$ cat src/rtl/core/lc3_instruction_executor_macros.svh
// Assertion macros for the LC-3 executor.
`ifndef LC3_INSTRUCTION_EXECUTOR_MACROS_SVH
`define LC3_INSTRUCTION_EXECUTOR_MACROS_SVH
// implication checked every edge outside reset
`define LC3_ASSERT_IMPL(label, clk, rst, ante, cons) \
   label: assert property (@(posedge clk) disable iff (rst) (ante) |-> (cons)) \
      else $error("lc3 check failed");
// next-cycle implication
`define LC3_ASSERT_NEXT(label, clk, rst, ante, cons) \
   label: assert property (@(posedge clk) disable iff (rst) (ante) |=> (cons)) \
      else $error("lc3 check failed");
`endif

$ cat src/rtl/core/lc3_ram.sv
// Generic single-port-write, one-read RAM with registered read.
module lc3_ram #(
   parameter int WIDTH = 16,
   parameter int DEPTH = 256
) (
   input  logic                     clock,
   input  logic                     wr_en,
   input  logic [$clog2(DEPTH)-1:0] wr_addr,
   input  logic [WIDTH-1:0]         wr_data,
   input  logic [$clog2(DEPTH)-1:0] rd_addr,
   output logic [WIDTH-1:0]         rd_data
);
   logic [WIDTH-1:0] mem_ff [DEPTH];
   always_ff @(posedge clock) begin
      if (wr_en) mem_ff[wr_addr] <= wr_data;
      rd_data <= mem_ff[rd_addr];
   end
endmodule

$ cat config.mk
export PLATFORM = sky130hd
export DESIGN_NAME = lc3_ram
export DESIGN_NICKNAME = d
export VERILOG_FILES = /design/src/rtl/core/lc3_instruction_executor_macros.svh /design/src/rtl/core/lc3_ram.sv
export SDC_FILE = /design/constraint.sdc
export NUM_CORES = 2
export LEC_CHECK = 0
export BUFFER_PORTS_ARGS = -buffer_cell sky130_fd_sc_hd__buf_2
export CAP_MARGIN = 10
export CELL_PAD_IN_SITES_DETAIL_PLACEMENT = 1
export CELL_PAD_IN_SITES_GLOBAL_PLACEMENT = 1
export CORE_MARGIN = 10
export CORE_UTILIZATION = 39
export CTS_CLUSTER_DIAMETER = 120
export DETAILED_ROUTE_END_ITERATION = 10
export PLACE_DENSITY_LB_ADDON = 0.1
export SYNTH_ARGS = -nofsm -noshare
export SYNTH_HDL_FRONTEND = slang
export SYNTH_SLANG_ARGS = --single-unit
$ cat constraint.sdc
create_clock -name clock -period 2.79 [get_ports clock]
set_input_delay 0.4185 -clock clock [delete_from_list [all_inputs] [get_ports clock]]
set_output_delay 0.4185 -clock clock [all_outputs]
set_load 0.005 [all_outputs]
==> results.yml <==
global_route:
  grt_max_degree: 102
  grt_pass1_wl_um: 684000
  grt_usage: 0.221
  grt_overflow: 0
  grt_antenna_before_repair: 30
  grt_pass1_vias: 85000
placement:
  dpl_worst_slack_ns: -1.24
  place_area_um2: 176000
  dpl.cell_count: 13600
  dp_hpwl_um: 315000
  gp_congestion: 0.821
  numPortBuffers: 49
power_and_ir_drop:
  p_leak_uw: 0.0618
  peakVddDrop_mv: 0.559
  power.density_nw_per_um2: 705
  fin_total_pwr_uw: 134000
sta:
  fin_crit_sh: 0.970
  worst_pin_slew_ns: 1.33
  setup_ws_ns: 0.0848
  final-max-slew-violation-count: 0
  skew_ns: 0.0513
  setup_viol: 0
  hold_viol_final: 0
  max_clock_freq_mhz: 370
  tns_ns: 0
  relSlewSlack: 0.114
  rsz0062_at_grt: "no"
  period_needed_ns: 2.71
drt:
  top_layer: "met5"
  drtIter0Drc: 8538
  wl_met1_um: 218000
  wl_met3_um: 29800
  met2_length_um: 230000
  drc_errors: 0
  wl_um: 491000
  ant_nets: 0
  vias: 82100
  first_pass_iters: 7
  vias_per_cell: 5.68
  post_drt_wl_per_cell_um: 34.0
worst_setup_path:
  r2r-end: "rd_data[5]"
  end_kind: "flop"
  r2r_slack_ns: 0.15
  worstPathArrival_ns: 3.55
  crit_required_ns: 3.64
  crit_fanout: 15
  crit_path_start_kind: "primary input"
  worstRegToRegCells: 6
  crit_type: "in2reg"
  r2r_start: "mem_ff[182][5]"
synth:
  synth_cell_type_count: 52
  ys_seq_area_frac: 0.777
  synth-edff-count: 4096
  synth-simple-area-share: 0.0157
  synth-seq-cells: 4112
  synth_top_family_by_area: "multiplexers"
  synthAdderAreaFrac: 0
  synth.cell_area_um2: 159000
  yosys_warnings: 0
  synthXorXnorAreaFrac: 0
  synth_ff_type: "edfxtp_1"
  synth-compound-area-share: 0.0354
  syn_inst: 7360
  avgSynthCellArea_um2: 21.6
  async_reset_ff_frac: 0
  syn-num-nets: 7394
  synth_mux_area_frac: 0.155
min_path:
  hold_depth: 5
  min_path_type: "in2reg"
  whs_endpoint: "mem_ff[207][8]"
  min_from: "wr_addr[1]"
layout:
  seq_area_um2: 123000
  fillers: 36900
  final_cells: 14500
  multiInputGateArea_um2: 33300
  area_growth_pct: 19.8
  drive_gt1_frac: 0.328
  nets: 8676
  fin_area_um2: 190000
run_status:
  status: "finished clean"
floorplan:
  num_io_pins: 50
  die_x_um: 658
  initial_utilization: 0.391
  die_h_um: 658
  core_region_area_um2: 406000
  row_count: 234
  dieArea_um2: 433000
clock_network:
  cts_root_buf: "clkbuf_16"
  post_cts_buffers: 0
  clk_pin_slew_ns: 0.06
  clockBufferDepth: 4
  cts_tree: "yes"
  clk_latency_ns: 1.01
  numCtsBuffers: 444
  cts-htree-levels: 5
  cts_sinks: 4112
job:
  maxCapViolCount: 0
[sequential cells by signal (all words and copies together) (netlist names)]
| register | flops |
|---|---|
| rd_data | 16 |
| mem_ff | 4096 |
[logic make-up (layout without fill, tap and decap cells)]
kind of cell / Yosys count / in the layout
AND/OR/NAND/NOR: 556 / 556
buffers and inverters: 456 / 2117
flip-flops: 4112 / 4112
AO/OA/AOI/OAI: 786 / 786
other: 0 / 10
multiplexers: 1450 / 1450
[what timing repair did]
action,4_1_cts,5_1_grt
endpoints found under the hold margin,676,0
hold buffers,16,0
gates resized for setup,7,1
setup endpoints to repair,6,1
gates cloned,0,0
[metal layers]
metal,GRT usage,up-vias
met5,0,-
met4,0.0529,6
met3,0.0356,578
met2,0.352,2498
met1,0.321,45000
li1,-,34000
[synth_stat cells (all sizes together), types with 3 or more instances]
cell     count  share of area
a22oi       43         0.0020
o31ai       16        0.00076
nor2b        9        0.00035
a221oi      28         0.0015
edfxtp    4096           0.77
nor4        18        0.00075
nand4       26         0.0010
a21oi      175         0.0055
o32ai       21         0.0012
o221ai     253          0.014
nand4b       3        0.00017
mux2i      565          0.036
a22o        32         0.0018
buf        222          0.011
o22ai      148         0.0058
inv          4       0.000095
dfxtp       16         0.0020
a2111oi      6        0.00033
nand3       35         0.0011
a31oi        6        0.00024
o21ai       38         0.0012
clkbuf     230         0.0054
nor3        92         0.0029
a211oi      18        0.00085
nand2       38        0.00090
and3        11        0.00043
or2          5        0.00020
mux4       797           0.11
nand2b       3        0.00012
mux2        88         0.0062
nor2       304         0.0072
[where the power goes]
part           internal [uW]  total (uW)  switching, uW
clock                  33600       58000          24400
sequential             68100       68200            129
combinational           3050        7840           4790
[how the worst max path moves through the flow]
| stage | start | endpoint | cells after the start | slack [ns] |
|---|---|---|---|---|
| after floorplan | wr_addr[3] | mem_ff[235][0] | 6 | 0.21 |
| after global placement | rd_addr[0] | rd_data[1] | 11 | -1.15 |
| after detailed placement | rd_addr[0] | rd_data[1] | 11 | -1.24 |
| after CTS | rd_addr[0] | rd_data[1] | 11 | 0.07 |
| after global routing | rd_addr[0] | rd_data[1] | 14 | 0.01 |
| final | rd_addr[0] | rd_data[1] | 11 | 0.08 |
[worst max-delay path, cell delays in order]
cell and delay [ns]:
buf_12 0.28, buf_4 0.22, buf_12 0.19, buf_4 0.32, buf_4 0.24, mux4_2 0.24, nor2_1 0.05, a22oi_1 0.17
and4_1 0.35, nand4_1 0.46, nor4_2 0.52
[placed cells by master, fill, tap and decap left out, types with 88 or more instances in the layout]
| cell | n |
|---|---|
| o221ai_1 | 252 |
| clkbuf_16 | 447 |
| nor3_1 | 88 |
| clkbuf_1 | 94 |
| o22ai_1 | 148 |
| edfxtp_1 | 4096 |
| mux2_2 | 88 |
| clkinv_1 | 119 |
| buf_4 | 1006 |
| a21oi_1 | 175 |
| nor2_2 | 151 |
| nor2_1 | 152 |
| mux4_2 | 797 |
| buf_12 | 219 |
| mux2i_1 | 565 |
[through the flow]
stage	hold WS (ns)	util
floorplan	0.517	-
global placement	0.859	0.433
detailed placement	0.859	0.433
CTS	0.266	0.469
global route	0.305	0.469
finish	0.363	0.469
[cell type report]
cell class,instances,area share
diodes,10,0.000132
clock buffers,548,0.0612
multi-input cells,2792,0.175
flip-flops and latches,4112,0.648
inverters,4,0.000145
well taps,5428,0.0357
clock inverters,277,0.0136
repair buffers,1288,0.0658
Power figures use the tool's default switching activity.
